File: src/design/oan_pkg.sv
// Package for the obstacle-avoidance navigation block: codes, widths and word types.
// No dependencies; every other design file refers to it by scoped names.
package oan_pkg;

  localparam int DIST_W  = 10;
  localparam int MS_W    = 16;
  localparam int TIME_W  = 32;
  localparam int COLOR_W = 3;
  localparam int MOTOR_W = 3;
  localparam int BRUSH_W = 2;
  localparam int NAV_W   = 3;
  localparam int CIDX_W  = 3;
  localparam int CDAT_W  = 16;

  // Motor commands
  localparam logic [MOTOR_W-1:0] MOT_HOLD  = 3'd0;
  localparam logic [MOTOR_W-1:0] MOT_STOP  = 3'd1;
  localparam logic [MOTOR_W-1:0] MOT_FWD   = 3'd2;
  localparam logic [MOTOR_W-1:0] MOT_LEFT  = 3'd3;
  localparam logic [MOTOR_W-1:0] MOT_RIGHT = 3'd4;
  localparam logic [MOTOR_W-1:0] MOT_REV   = 3'd5;

  // Brush commands
  localparam logic [BRUSH_W-1:0] BR_HOLD  = 2'd0;
  localparam logic [BRUSH_W-1:0] BR_STOP  = 2'd1;
  localparam logic [BRUSH_W-1:0] BR_START = 2'd2;

  // Navigation states
  localparam logic [NAV_W-1:0] NV_FWD   = 3'd0;
  localparam logic [NAV_W-1:0] NV_COLL  = 3'd1;
  localparam logic [NAV_W-1:0] NV_LEFT  = 3'd2;
  localparam logic [NAV_W-1:0] NV_RIGHT = 3'd3;
  localparam logic [NAV_W-1:0] NV_REV   = 3'd4;

  // Floor colour classes
  localparam logic [COLOR_W-1:0] COL_BLUE  = 3'd0;
  localparam logic [COLOR_W-1:0] COL_RED   = 3'd1;
  localparam logic [COLOR_W-1:0] COL_BLACK = 3'd2;

  // Drive modes
  localparam logic MODE_MANUAL = 1'b0;
  localparam logic MODE_AUTO   = 1'b1;

  // Register indexes
  localparam logic [CIDX_W-1:0] REG_FRONT_LIMIT = 3'd0;
  localparam logic [CIDX_W-1:0] REG_RIGHT_CLEAR = 3'd1;
  localparam logic [CIDX_W-1:0] REG_LEFT_CLEAR  = 3'd2;
  localparam logic [CIDX_W-1:0] REG_LEFT_TURN   = 3'd3;
  localparam logic [CIDX_W-1:0] REG_RIGHT_TURN  = 3'd4;
  localparam logic [CIDX_W-1:0] REG_REVERSE     = 3'd5;

  typedef struct packed {
    logic               button_down;
    logic [COLOR_W-1:0] floor_color;
    logic [DIST_W-1:0]  front_distance;
    logic [DIST_W-1:0]  right_dist_cm;
    logic [DIST_W-1:0]  left_dist_cm;
    logic               try_right_first;
    logic [TIME_W-1:0]  now_ms;
  } tick_word_t;

  typedef struct packed {
    logic [MOTOR_W-1:0] motor_cmd;
    logic [BRUSH_W-1:0] brush_cmd;
    logic               mode_out;
    logic [NAV_W-1:0]   nav_state_out;
  } cmd_word_t;

  typedef struct packed {
    logic [DIST_W-1:0] front_limit_cm;
    logic [DIST_W-1:0] right_clear_cm;
    logic [DIST_W-1:0] left_clear_cm;
    logic [MS_W-1:0]   left_turn_ms;
    logic [MS_W-1:0]   right_turn_ms;
    logic [MS_W-1:0]   reverse_ms;
  } cfg_t;

endpackage

File: src/design/oan_tick_if.sv
// Input channel carrying one control tick word.
// Depends on oan_pkg for field widths.
interface oan_tick_if;
  logic                        valid;
  logic                        ready;
  logic                        button_down;
  logic [oan_pkg::COLOR_W-1:0] floor_color;
  logic [oan_pkg::DIST_W-1:0]  front_distance;
  logic [oan_pkg::DIST_W-1:0]  right_dist_cm;
  logic [oan_pkg::DIST_W-1:0]  left_dist_cm;
  logic                        try_right_first;
  logic [oan_pkg::TIME_W-1:0]  now_ms;

  modport source (output valid, button_down, floor_color, front_distance, right_dist_cm,
                  left_dist_cm, try_right_first, now_ms, input ready);
  modport sink (input valid, button_down, floor_color, front_distance, right_dist_cm,
                left_dist_cm, try_right_first, now_ms, output ready);
endinterface

File: src/design/oan_cmd_if.sv
// Output channel carrying one motor/brush command word.
// Depends on oan_pkg for field widths.
interface oan_cmd_if;
  logic                        valid;
  logic                        ready;
  logic [oan_pkg::MOTOR_W-1:0] motor_cmd;
  logic [oan_pkg::BRUSH_W-1:0] brush_cmd;
  logic                        mode_out;
  logic [oan_pkg::NAV_W-1:0]   nav_state_out;

  modport source (output valid, motor_cmd, brush_cmd, mode_out, nav_state_out, input ready);
  modport sink (input valid, motor_cmd, brush_cmd, mode_out, nav_state_out, output ready);
endinterface

File: src/design/oan_cfg_if.sv
// Configuration write channel: register index and write data.
// Depends on oan_pkg for field widths.
interface oan_cfg_if;
  logic                       valid;
  logic                       ready;
  logic [oan_pkg::CIDX_W-1:0] index;
  logic [oan_pkg::CDAT_W-1:0] data;

  modport source (output valid, index, data, input ready);
  modport sink (input valid, index, data, output ready);
endinterface

File: src/design/oan_cfg_regs.sv
// Configuration register bank for the navigation block.
// Depends on oan_pkg and oan_cfg_if.
module oan_cfg_regs (
  input  logic          clk,
  input  logic          rst,
  oan_cfg_if.sink       cfg,
  output oan_pkg::cfg_t regs
);

  // Always take a write; unknown indexes drop the word
  assign cfg.ready = 1'b1;

  always_ff @(posedge clk) begin
    if (rst) begin
      regs.front_limit_cm <= oan_pkg::DIST_W'(20);
      regs.right_clear_cm <= oan_pkg::DIST_W'(20);
      regs.left_clear_cm  <= oan_pkg::DIST_W'(20);
      regs.left_turn_ms   <= oan_pkg::MS_W'(500);
      regs.right_turn_ms  <= oan_pkg::MS_W'(500);
      regs.reverse_ms     <= oan_pkg::MS_W'(800);
    end else if (cfg.valid) begin
      unique case (cfg.index)
        oan_pkg::REG_FRONT_LIMIT: regs.front_limit_cm <= cfg.data[oan_pkg::DIST_W-1:0];
        oan_pkg::REG_RIGHT_CLEAR: regs.right_clear_cm <= cfg.data[oan_pkg::DIST_W-1:0];
        oan_pkg::REG_LEFT_CLEAR:  regs.left_clear_cm  <= cfg.data[oan_pkg::DIST_W-1:0];
        oan_pkg::REG_LEFT_TURN:   regs.left_turn_ms   <= cfg.data[oan_pkg::MS_W-1:0];
        oan_pkg::REG_RIGHT_TURN:  regs.right_turn_ms  <= cfg.data[oan_pkg::MS_W-1:0];
        oan_pkg::REG_REVERSE:     regs.reverse_ms     <= cfg.data[oan_pkg::MS_W-1:0];
        default: ;
      endcase
    end
  end

endmodule

File: src/design/oan_nav_core.sv
// Navigation state and per-tick decision logic: mode, state machine, phase timer.
// Depends on oan_pkg; the state updates when the top level advances a word.
module oan_nav_core (
  input  logic               clk,
  input  logic               rst,
  input  logic               advance,
  input  oan_pkg::tick_word_t tick,
  input  oan_pkg::cfg_t      regs,
  output oan_pkg::cmd_word_t cmd
);

  logic                        prev_button;
  logic                        drive_mode;
  logic [oan_pkg::NAV_W-1:0]   nav_state;
  logic [oan_pkg::TIME_W-1:0]  phase_start_ms;

  logic                        drive_mode_next;
  logic [oan_pkg::NAV_W-1:0]   nav_state_next;
  logic [oan_pkg::TIME_W-1:0]  phase_start_ms_next;
  logic [oan_pkg::MOTOR_W-1:0] motor;
  logic [oan_pkg::BRUSH_W-1:0] brush;
  logic [oan_pkg::TIME_W-1:0]  elapsed;
  logic                        press;
  logic                        right_ok;
  logic                        left_ok;
  logic                        go_right;

  assign elapsed  = tick.now_ms - phase_start_ms;
  assign press    = !prev_button && tick.button_down;
  assign right_ok = tick.right_dist_cm > regs.right_clear_cm;
  assign left_ok  = tick.left_dist_cm > regs.left_clear_cm;
  assign go_right = tick.try_right_first ? right_ok : (!left_ok && right_ok);

  // Decide commands and next state for the word in the input register
  always_comb begin
    motor               = oan_pkg::MOT_HOLD;
    brush               = oan_pkg::BR_HOLD;
    drive_mode_next     = drive_mode;
    nav_state_next      = nav_state;
    phase_start_ms_next = phase_start_ms;
    if (drive_mode == oan_pkg::MODE_MANUAL) begin
      if (press) begin
        drive_mode_next = oan_pkg::MODE_AUTO;
      end
    end else if (press || tick.floor_color == oan_pkg::COL_BLUE) begin
      motor           = oan_pkg::MOT_STOP;
      brush           = oan_pkg::BR_STOP;
      drive_mode_next = oan_pkg::MODE_MANUAL;
      nav_state_next  = oan_pkg::NV_FWD;
    end else if (tick.floor_color == oan_pkg::COL_BLACK && nav_state != oan_pkg::NV_REV) begin
      motor               = oan_pkg::MOT_STOP;
      brush               = oan_pkg::BR_STOP;
      nav_state_next      = oan_pkg::NV_REV;
      phase_start_ms_next = tick.now_ms;
    end else begin
      brush = (tick.floor_color == oan_pkg::COL_RED) ? oan_pkg::BR_START : oan_pkg::BR_STOP;
      unique case (nav_state)
        oan_pkg::NV_FWD: begin
          motor = oan_pkg::MOT_FWD;
          if (tick.front_distance < regs.front_limit_cm) begin
            motor          = oan_pkg::MOT_STOP;
            nav_state_next = oan_pkg::NV_COLL;
          end
        end
        oan_pkg::NV_COLL: begin
          phase_start_ms_next = tick.now_ms;
          if (go_right) begin
            motor          = oan_pkg::MOT_RIGHT;
            nav_state_next = oan_pkg::NV_RIGHT;
          end else if (left_ok) begin
            motor          = oan_pkg::MOT_LEFT;
            nav_state_next = oan_pkg::NV_LEFT;
          end else begin
            motor          = oan_pkg::MOT_REV;
            nav_state_next = oan_pkg::NV_REV;
          end
        end
        oan_pkg::NV_LEFT: begin
          motor = oan_pkg::MOT_LEFT;
          if (elapsed > {16'b0, regs.left_turn_ms}) begin
            motor          = oan_pkg::MOT_STOP;
            nav_state_next = oan_pkg::NV_FWD;
          end
        end
        oan_pkg::NV_RIGHT: begin
          motor = oan_pkg::MOT_RIGHT;
          if (elapsed > {16'b0, regs.right_turn_ms}) begin
            motor          = oan_pkg::MOT_STOP;
            nav_state_next = oan_pkg::NV_FWD;
          end
        end
        oan_pkg::NV_REV: begin
          motor = oan_pkg::MOT_REV;
          if (elapsed > {16'b0, regs.reverse_ms}) begin
            motor          = oan_pkg::MOT_STOP;
            nav_state_next = oan_pkg::NV_COLL;
          end
        end
        default: ;
      endcase
    end
  end

  assign cmd.motor_cmd     = motor;
  assign cmd.brush_cmd     = brush;
  assign cmd.mode_out      = drive_mode_next;
  assign cmd.nav_state_out = nav_state_next;

  // Commit state when the word moves on to the result register
  always_ff @(posedge clk) begin
    if (rst) begin
      prev_button    <= 1'b0;
      drive_mode     <= oan_pkg::MODE_AUTO;
      nav_state      <= oan_pkg::NV_FWD;
      phase_start_ms <= '0;
    end else if (advance) begin
      prev_button    <= tick.button_down;
      drive_mode     <= drive_mode_next;
      nav_state      <= nav_state_next;
      phase_start_ms <= phase_start_ms_next;
    end
  end

endmodule

File: src/design/obstacle_avoid_nav_fsm_core.sv
// Top level of the obstacle-avoidance navigation block: input and result registers.
// Depends on oan_pkg, the channel interfaces, oan_cfg_regs and oan_nav_core.
//
//   channel  dir  word                                       handshake
//   tick     in   button, colour, three distances, rnd, time valid/ready
//   cmd      out  motor, brush, mode, nav state              valid/ready
//   cfg      in   register index, write data                 valid/ready (always ready)
//
// One word per cycle sustained while cmd is ready; each tick word is held in the input register,
// then goes through one pass of the decision logic into the result register.
// Reset (rst, synchronous) empties both registers and restores state and registers.
// A stalled result holds its word; the input register still takes one more word.
module obstacle_avoid_nav_fsm_core (
  input  logic      clk,
  input  logic      rst,
  oan_tick_if.sink  tick,
  oan_cmd_if.source cmd,
  oan_cfg_if.sink   cfg
);

  oan_pkg::cfg_t      regs;
  oan_pkg::tick_word_t in_word;
  oan_pkg::cmd_word_t res_word;
  oan_pkg::cmd_word_t out_word;
  logic               in_valid;
  logic               out_valid;
  logic               advance;
  logic               tick_take;

  oan_cfg_regs u_cfg (
    .clk  (clk),
    .rst  (rst),
    .cfg  (cfg),
    .regs (regs)
  );

  oan_nav_core u_core (
    .clk     (clk),
    .rst     (rst),
    .advance (advance),
    .tick    (in_word),
    .regs    (regs),
    .cmd     (res_word)
  );

  // Move the held word on whenever the result register is free or draining
  assign advance    = in_valid && (!out_valid || cmd.ready);
  assign tick.ready = !in_valid || advance;
  assign tick_take  = tick.valid && tick.ready;

  // Input register
  always_ff @(posedge clk) begin
    if (rst) begin
      in_valid <= 1'b0;
    end else if (tick.ready) begin
      in_valid <= tick.valid;
    end
  end

  always_ff @(posedge clk) begin
    if (tick_take) begin
      in_word.button_down     <= tick.button_down;
      in_word.floor_color     <= tick.floor_color;
      in_word.front_distance  <= tick.front_distance;
      in_word.right_dist_cm   <= tick.right_dist_cm;
      in_word.left_dist_cm    <= tick.left_dist_cm;
      in_word.try_right_first <= tick.try_right_first;
      in_word.now_ms          <= tick.now_ms;
    end
  end

  // Result register
  always_ff @(posedge clk) begin
    if (rst) begin
      out_valid <= 1'b0;
    end else if (advance) begin
      out_valid <= 1'b1;
    end else if (cmd.ready) begin
      out_valid <= 1'b0;
    end
  end

  always_ff @(posedge clk) begin
    if (advance) begin
      out_word <= res_word;
    end
  end

  assign cmd.valid         = out_valid;
  assign cmd.motor_cmd     = out_word.motor_cmd;
  assign cmd.brush_cmd     = out_word.brush_cmd;
  assign cmd.mode_out      = out_word.mode_out;
  assign cmd.nav_state_out = out_word.nav_state_out;

  // A word taken while the input register cannot drain must still be held next cycle
  a_in_hold: assert property (@(posedge clk) disable iff (rst)
    (tick_take && !advance) |=> in_valid)
    else $error("input word lost");

  // A word that advances always appears as a result
  a_adv_out: assert property (@(posedge clk) disable iff (rst)
    advance |=> out_valid)
    else $error("advanced word not presented");

  // An empty input register never refuses a word
  a_empty_ready: assert property (@(posedge clk) disable iff (rst)
    !in_valid |-> tick.ready)
    else $error("empty input register stalls");

  // Manual mode always leaves navigation at forward
  a_manual_fwd: assert property (@(posedge clk) disable iff (rst)
    (out_valid && out_word.mode_out == oan_pkg::MODE_MANUAL) |->
      (out_word.nav_state_out == oan_pkg::NV_FWD))
    else $error("manual mode with navigation active");

endmodule

File: src/flat_wrapper.sv
// flat-port wrapper written by rule: the top's interface ports become plain ports
module obstacle_avoid_nav_fsm_core_flat 
  (clk, rst, tick_valid, tick_button_down, tick_floor_color, tick_front_distance, tick_right_dist_cm, tick_left_dist_cm, tick_try_right_first, tick_now_ms, tick_ready, cmd_valid, cmd_motor_cmd, cmd_brush_cmd, cmd_mode_out, cmd_nav_state_out, cmd_ready, cfg_valid, cfg_index, cfg_data, cfg_ready);
  oan_tick_if tick_i ();
  oan_cmd_if cmd_i ();
  oan_cfg_if cfg_i ();
  input  logic clk;
  input  logic rst;
  input wire logic [$bits(tick_i.valid)-1:0] tick_valid;
  input wire logic [$bits(tick_i.button_down)-1:0] tick_button_down;
  input wire logic [$bits(tick_i.floor_color)-1:0] tick_floor_color;
  input wire logic [$bits(tick_i.front_distance)-1:0] tick_front_distance;
  input wire logic [$bits(tick_i.right_dist_cm)-1:0] tick_right_dist_cm;
  input wire logic [$bits(tick_i.left_dist_cm)-1:0] tick_left_dist_cm;
  input wire logic [$bits(tick_i.try_right_first)-1:0] tick_try_right_first;
  input wire logic [$bits(tick_i.now_ms)-1:0] tick_now_ms;
  output wire logic [$bits(tick_i.ready)-1:0] tick_ready;
  output wire logic [$bits(cmd_i.valid)-1:0] cmd_valid;
  output wire logic [$bits(cmd_i.motor_cmd)-1:0] cmd_motor_cmd;
  output wire logic [$bits(cmd_i.brush_cmd)-1:0] cmd_brush_cmd;
  output wire logic [$bits(cmd_i.mode_out)-1:0] cmd_mode_out;
  output wire logic [$bits(cmd_i.nav_state_out)-1:0] cmd_nav_state_out;
  input wire logic [$bits(cmd_i.ready)-1:0] cmd_ready;
  input wire logic [$bits(cfg_i.valid)-1:0] cfg_valid;
  input wire logic [$bits(cfg_i.index)-1:0] cfg_index;
  input wire logic [$bits(cfg_i.data)-1:0] cfg_data;
  output wire logic [$bits(cfg_i.ready)-1:0] cfg_ready;
  assign tick_i.valid = tick_valid;
  assign tick_i.button_down = tick_button_down;
  assign tick_i.floor_color = tick_floor_color;
  assign tick_i.front_distance = tick_front_distance;
  assign tick_i.right_dist_cm = tick_right_dist_cm;
  assign tick_i.left_dist_cm = tick_left_dist_cm;
  assign tick_i.try_right_first = tick_try_right_first;
  assign tick_i.now_ms = tick_now_ms;
  assign tick_ready = tick_i.ready;
  assign cmd_valid = cmd_i.valid;
  assign cmd_motor_cmd = cmd_i.motor_cmd;
  assign cmd_brush_cmd = cmd_i.brush_cmd;
  assign cmd_mode_out = cmd_i.mode_out;
  assign cmd_nav_state_out = cmd_i.nav_state_out;
  assign cmd_i.ready = cmd_ready;
  assign cfg_i.valid = cfg_valid;
  assign cfg_i.index = cfg_index;
  assign cfg_i.data = cfg_data;
  assign cfg_ready = cfg_i.ready;
  obstacle_avoid_nav_fsm_core u_core (.clk(clk), .rst(rst), .tick(tick_i), .cmd(cmd_i), .cfg(cfg_i));
endmodule
File: config.mk
export PLATFORM = sky130hd
export DESIGN_NAME = obstacle_avoid_nav_fsm_core_flat
export DESIGN_NICKNAME = d
export VERILOG_FILES = /design/src/design/oan_pkg.sv /design/src/design/oan_tick_if.sv /design/src/design/oan_cmd_if.sv /design/src/design/oan_cfg_if.sv /design/src/design/oan_cfg_regs.sv /design/src/design/oan_nav_core.sv /design/src/design/obstacle_avoid_nav_fsm_core.sv /design/src/flat_wrapper.sv
export SDC_FILE = /design/constraint.sdc
export NUM_CORES = 1
export LEC_CHECK = 0
export BUFFER_PORTS_ARGS = -buffer_cell sky130_fd_sc_hd__buf_2
export CAP_MARGIN = 5
export CORE_UTILIZATION = 45
export DETAILED_ROUTE_END_ITERATION = 8
export GPL_TIMING_DRIVEN = 1
export PLACE_DENSITY_LB_ADDON = 0.15
export SLEW_MARGIN = 10
export SYNTH_ARGS = -nofsm -noshare
export SYNTH_HDL_FRONTEND = slang
export SYNTH_SLANG_ARGS = --single-unit
File: constraint.sdc
create_clock -name clk -period 12.5 [get_ports clk]
set_clock_uncertainty 0.15 [all_clocks]
set_input_delay 2.5 -clock clk [delete_from_list [all_inputs] [get_ports clk]]
set_output_delay 2.5 -clock clk [all_outputs]
set_load 0.005 [all_outputs]
==> reports/metrics.yaml <==
synthesis:
  synth_flop_cell: "dfxtp_1"
  synth.most_common_cell: "nand2_1"
  yosysUniqueCellTypes: 70
  yosys-top-cells-count: "nand2_1 (270), a21oi_1 (154), inv_1 (128)"
  netlist_top_cells_area: "dfxtp_1 (21%), edfxtp_1 (21%), ha_1 (12%), nand2_1 (9.2%), a21oi_1 (7.0%)"
  yosys.area.top_type: "dfxtp_1"
  synth_edf_count: 76
  syn_area_per_cell_um2: 8.571
  ys.warnings.count: 0
  synth_cells: 1281
  synth-seq-area-share: 0.4212
  ys_ff_latch: 193
  synth_top_area_share: 0.2133
  synthArstFlopShare: 0
  synth_nets: 1481
  syn_area_mm2: 0.01098
cts:
  clk-insertion-delay-late_ns: 0.45
  clk_pin_slew_worst_paths_ns: 0.08
  clockBufferDepth: 2
  htreeDepth: 4
  cts_setup_buffers: 0
  cts_sinks: 193
  root_buffer: "clkbuf_16"
  ctsHoldBuffers: 0
  ctsResizeCount: 0
  numCtsBuffers: 17
  cts_tree: "done"
sta:
  setup_viol: 0
  period_share: 0.4548
  slew_violations: 0
  fin_ws_ns: 6.815
  period_minus_slack_ns: 5.685
  fmax_ghz: 0.1759
  rsz0062_at_grt: "no"
  relSlewSlack: 0.2402
  finalHoldViolations: 0
  tightestPinTransition_ns: 1.140
  tns_ns: 0
power:
  power_density_mw_per_mm2: 121.4
  vdd_ir_drop_max_v: 0.00009049
  seqPwrFrac: 0.460
  internal_power_mw: 1.061
  swShare: 0.2935
  power.leakage_nw: 4.864
  power_frac_comb: 0.148
  p_sw_uw: 441.1
  power.share.clock: 0.393
  total_power_mw: 1.503
global_route:
  grt_pass1_wl_um: 42350
  met3_usage: 0.03312
  grt_max_degree: 89
  grtUsageMet2: 0.3386
  grt_usage: 0.2179
  use_met1: 0.3072
  grt.busiest_layer: "met2"
  grt_pass1_vias: 8416
  grt_antenna_before_repair: 0
  overflow: 0
place:
  place.gp.congestion: 0.9046
  dpl_worst_slack_ns: 6.816
  hpwl_um: 19100
  port_buffers: 101
critical_path:
  path_cells: "buf_2, nor2b_1, nand2_1, buf_2"
  cp_data_arrival_time_ns: 3.04
  cp-end-kind: "primary output"
  cp-start-kind: "input port"
  critPathSlowestCell: "nor2b_1"
  cp.required_ns: 9.85
  worst_path_most_repeated_cell: "buf_2"
  critPathMaxStageDelay_ns: 0.21
  crit_fanout: 4
  critPathKind: "in2out"
cells_and_area:
  drive_above_1_share: 0.1142
  antenna_cells: 0
  final_util: 0.5224
  area_growth_pct: 12.68
  fin_nets: 1553
  fillers: 2289
floorplan:
  initial_core_util: 0.4636
  dieArea_mm2: 0.02503
  core_mm2: 0.02368
  die_y_um: 158.2
  io_pins: 103
  chipWidth_um: 158.2
  rows: 56
detailed_routing:
  wl_per_cell_um: 15.74
  detail_route.first_pass.iterations: 6
  drt_first_iter_violations: 700
  drc_errors: 0
  via_count: 9119
  wl_um: 26530
  vias_per_cell: 5.412
  ant_nets: 0
run:
  drv_cap: 0
min_path:
  min_path_type: "reg2reg"
run_status:
  status: "complete, no violations"
-- logic make-up after synthesis --
group | after synthesis | share of synthesized area
and+or+nand+nor | 455 | 0.1903
AOI/OAI and AO/OA | 316 | 0.1778
DFF | 193 | 0.4212
buffers and inverters | 180 | 0.06291
adders and majority gates | 109 | 0.1249
xor gates and xnor gates | 20 | 0.01595
muxes | 7 | 0.006610
other | 1 | 0.0003416
-- state kept, by name, indices dropped and copies added (netlist names) --
name	flops
u_core.u_core.nav_state	3
u_core.u_core.phase_start_ms	32
u_core.cmd.valid	1
u_core.cmd.brush_cmd	2
u_core.cmd.mode_out	1
u_core.u_core.drive_mode	1
u_core.cmd.nav_state_out	3
u_core.in_valid	1
u_core.u_core.prev_button	1
u_core.in_word	67
u_core.cmd.motor_cmd	3
u_core.u_cfg.regs	78
-- worst max-delay path, delay by kind of cell --
family,cells,cell delay [ns]
buffers and inverters,2,0.22
and+or+nand+nor,2,0.31
-- through the flow --
stage,cell area (µm²),hold slack [ns],instances
global placement,11720,0.2910,1653
global route,12370,0.3185,1685
detailed placement,11720,0.2946,1653
floorplan,10980,0.2812,1281
finish,12370,0.3047,1685
CTS,12370,0.3058,1685
-- worst paths after layout --
path / slack, ns / cells after the start / to / startpoint
setup reg to reg: 7.56 / 18 / u_core.cmd.nav_state_out[0] / u_core.in_word[0]
hold reg to reg: 0.30 / 2 / u_core.u_core.phase_start_ms[28] / u_core.u_core.phase_start_ms[28]
setup / recovery: 6.81 / 4 / tick_ready / cmd_ready
hold / removal: 0.30 / 2 / u_core.u_core.phase_start_ms[28] / u_core.u_core.phase_start_ms[28]
-- routing by layer --
layer	vias up	routed length, µm
met3	37	1182
met4	0	575
met5	-	0
met2	229	11600
met1	4232	13170
li1	4621	-
-- power groups by stage --
stage / combinational (mW) / sequential [mW] / clock (mW)
after floorplan: 0.153 / 0.700 / 0
after global placement: 0.214 / 0.705 / 0
after detailed placement: 0.218 / 0.705 / 0
after CTS: 0.221 / 0.691 / 0.600
after global routing: 0.250 / 0.693 / 0.626
final: 0.222 / 0.691 / 0.590
-- placed cells by master, fill, tap and decap left out, drive strengths merged, types with 16 or more instances in the layout --
cell type | synthesis | final
a21o | 19 | 19
a21oi | 157 | 157
buf | 10 | 104
clkbuf | 41 | 17
dfxtp | 117 | 117
edfxtp | 76 | 76
ha | 108 | 108
inv | 129 | 134
nand2 | 270 | 270
nand3 | 16 | 16
nand3b | 18 | 18
nand4 | 27 | 27
nor2 | 45 | 45
nor3 | 18 | 18
o21ai | 42 | 42
-- final cells by class --
| class | count | area, µm² | area share |
|---|---|---|---|
| Tap cell | 319 | 399.1 | 0.03226 |
| Sequential cell | 193 | 4624 | 0.3738 |
| Multi-Input combinational cell | 908 | 5678 | 0.4589 |
| Clock inverter | 15 | 230.2 | 0.01861 |
| Inverter | 129 | 484.2 | 0.03914 |
| Timing Repair Buffer | 104 | 530.5 | 0.04288 |
| Clock buffer | 17 | 425.4 | 0.03439 |
(Power assumes the default switching activity.)
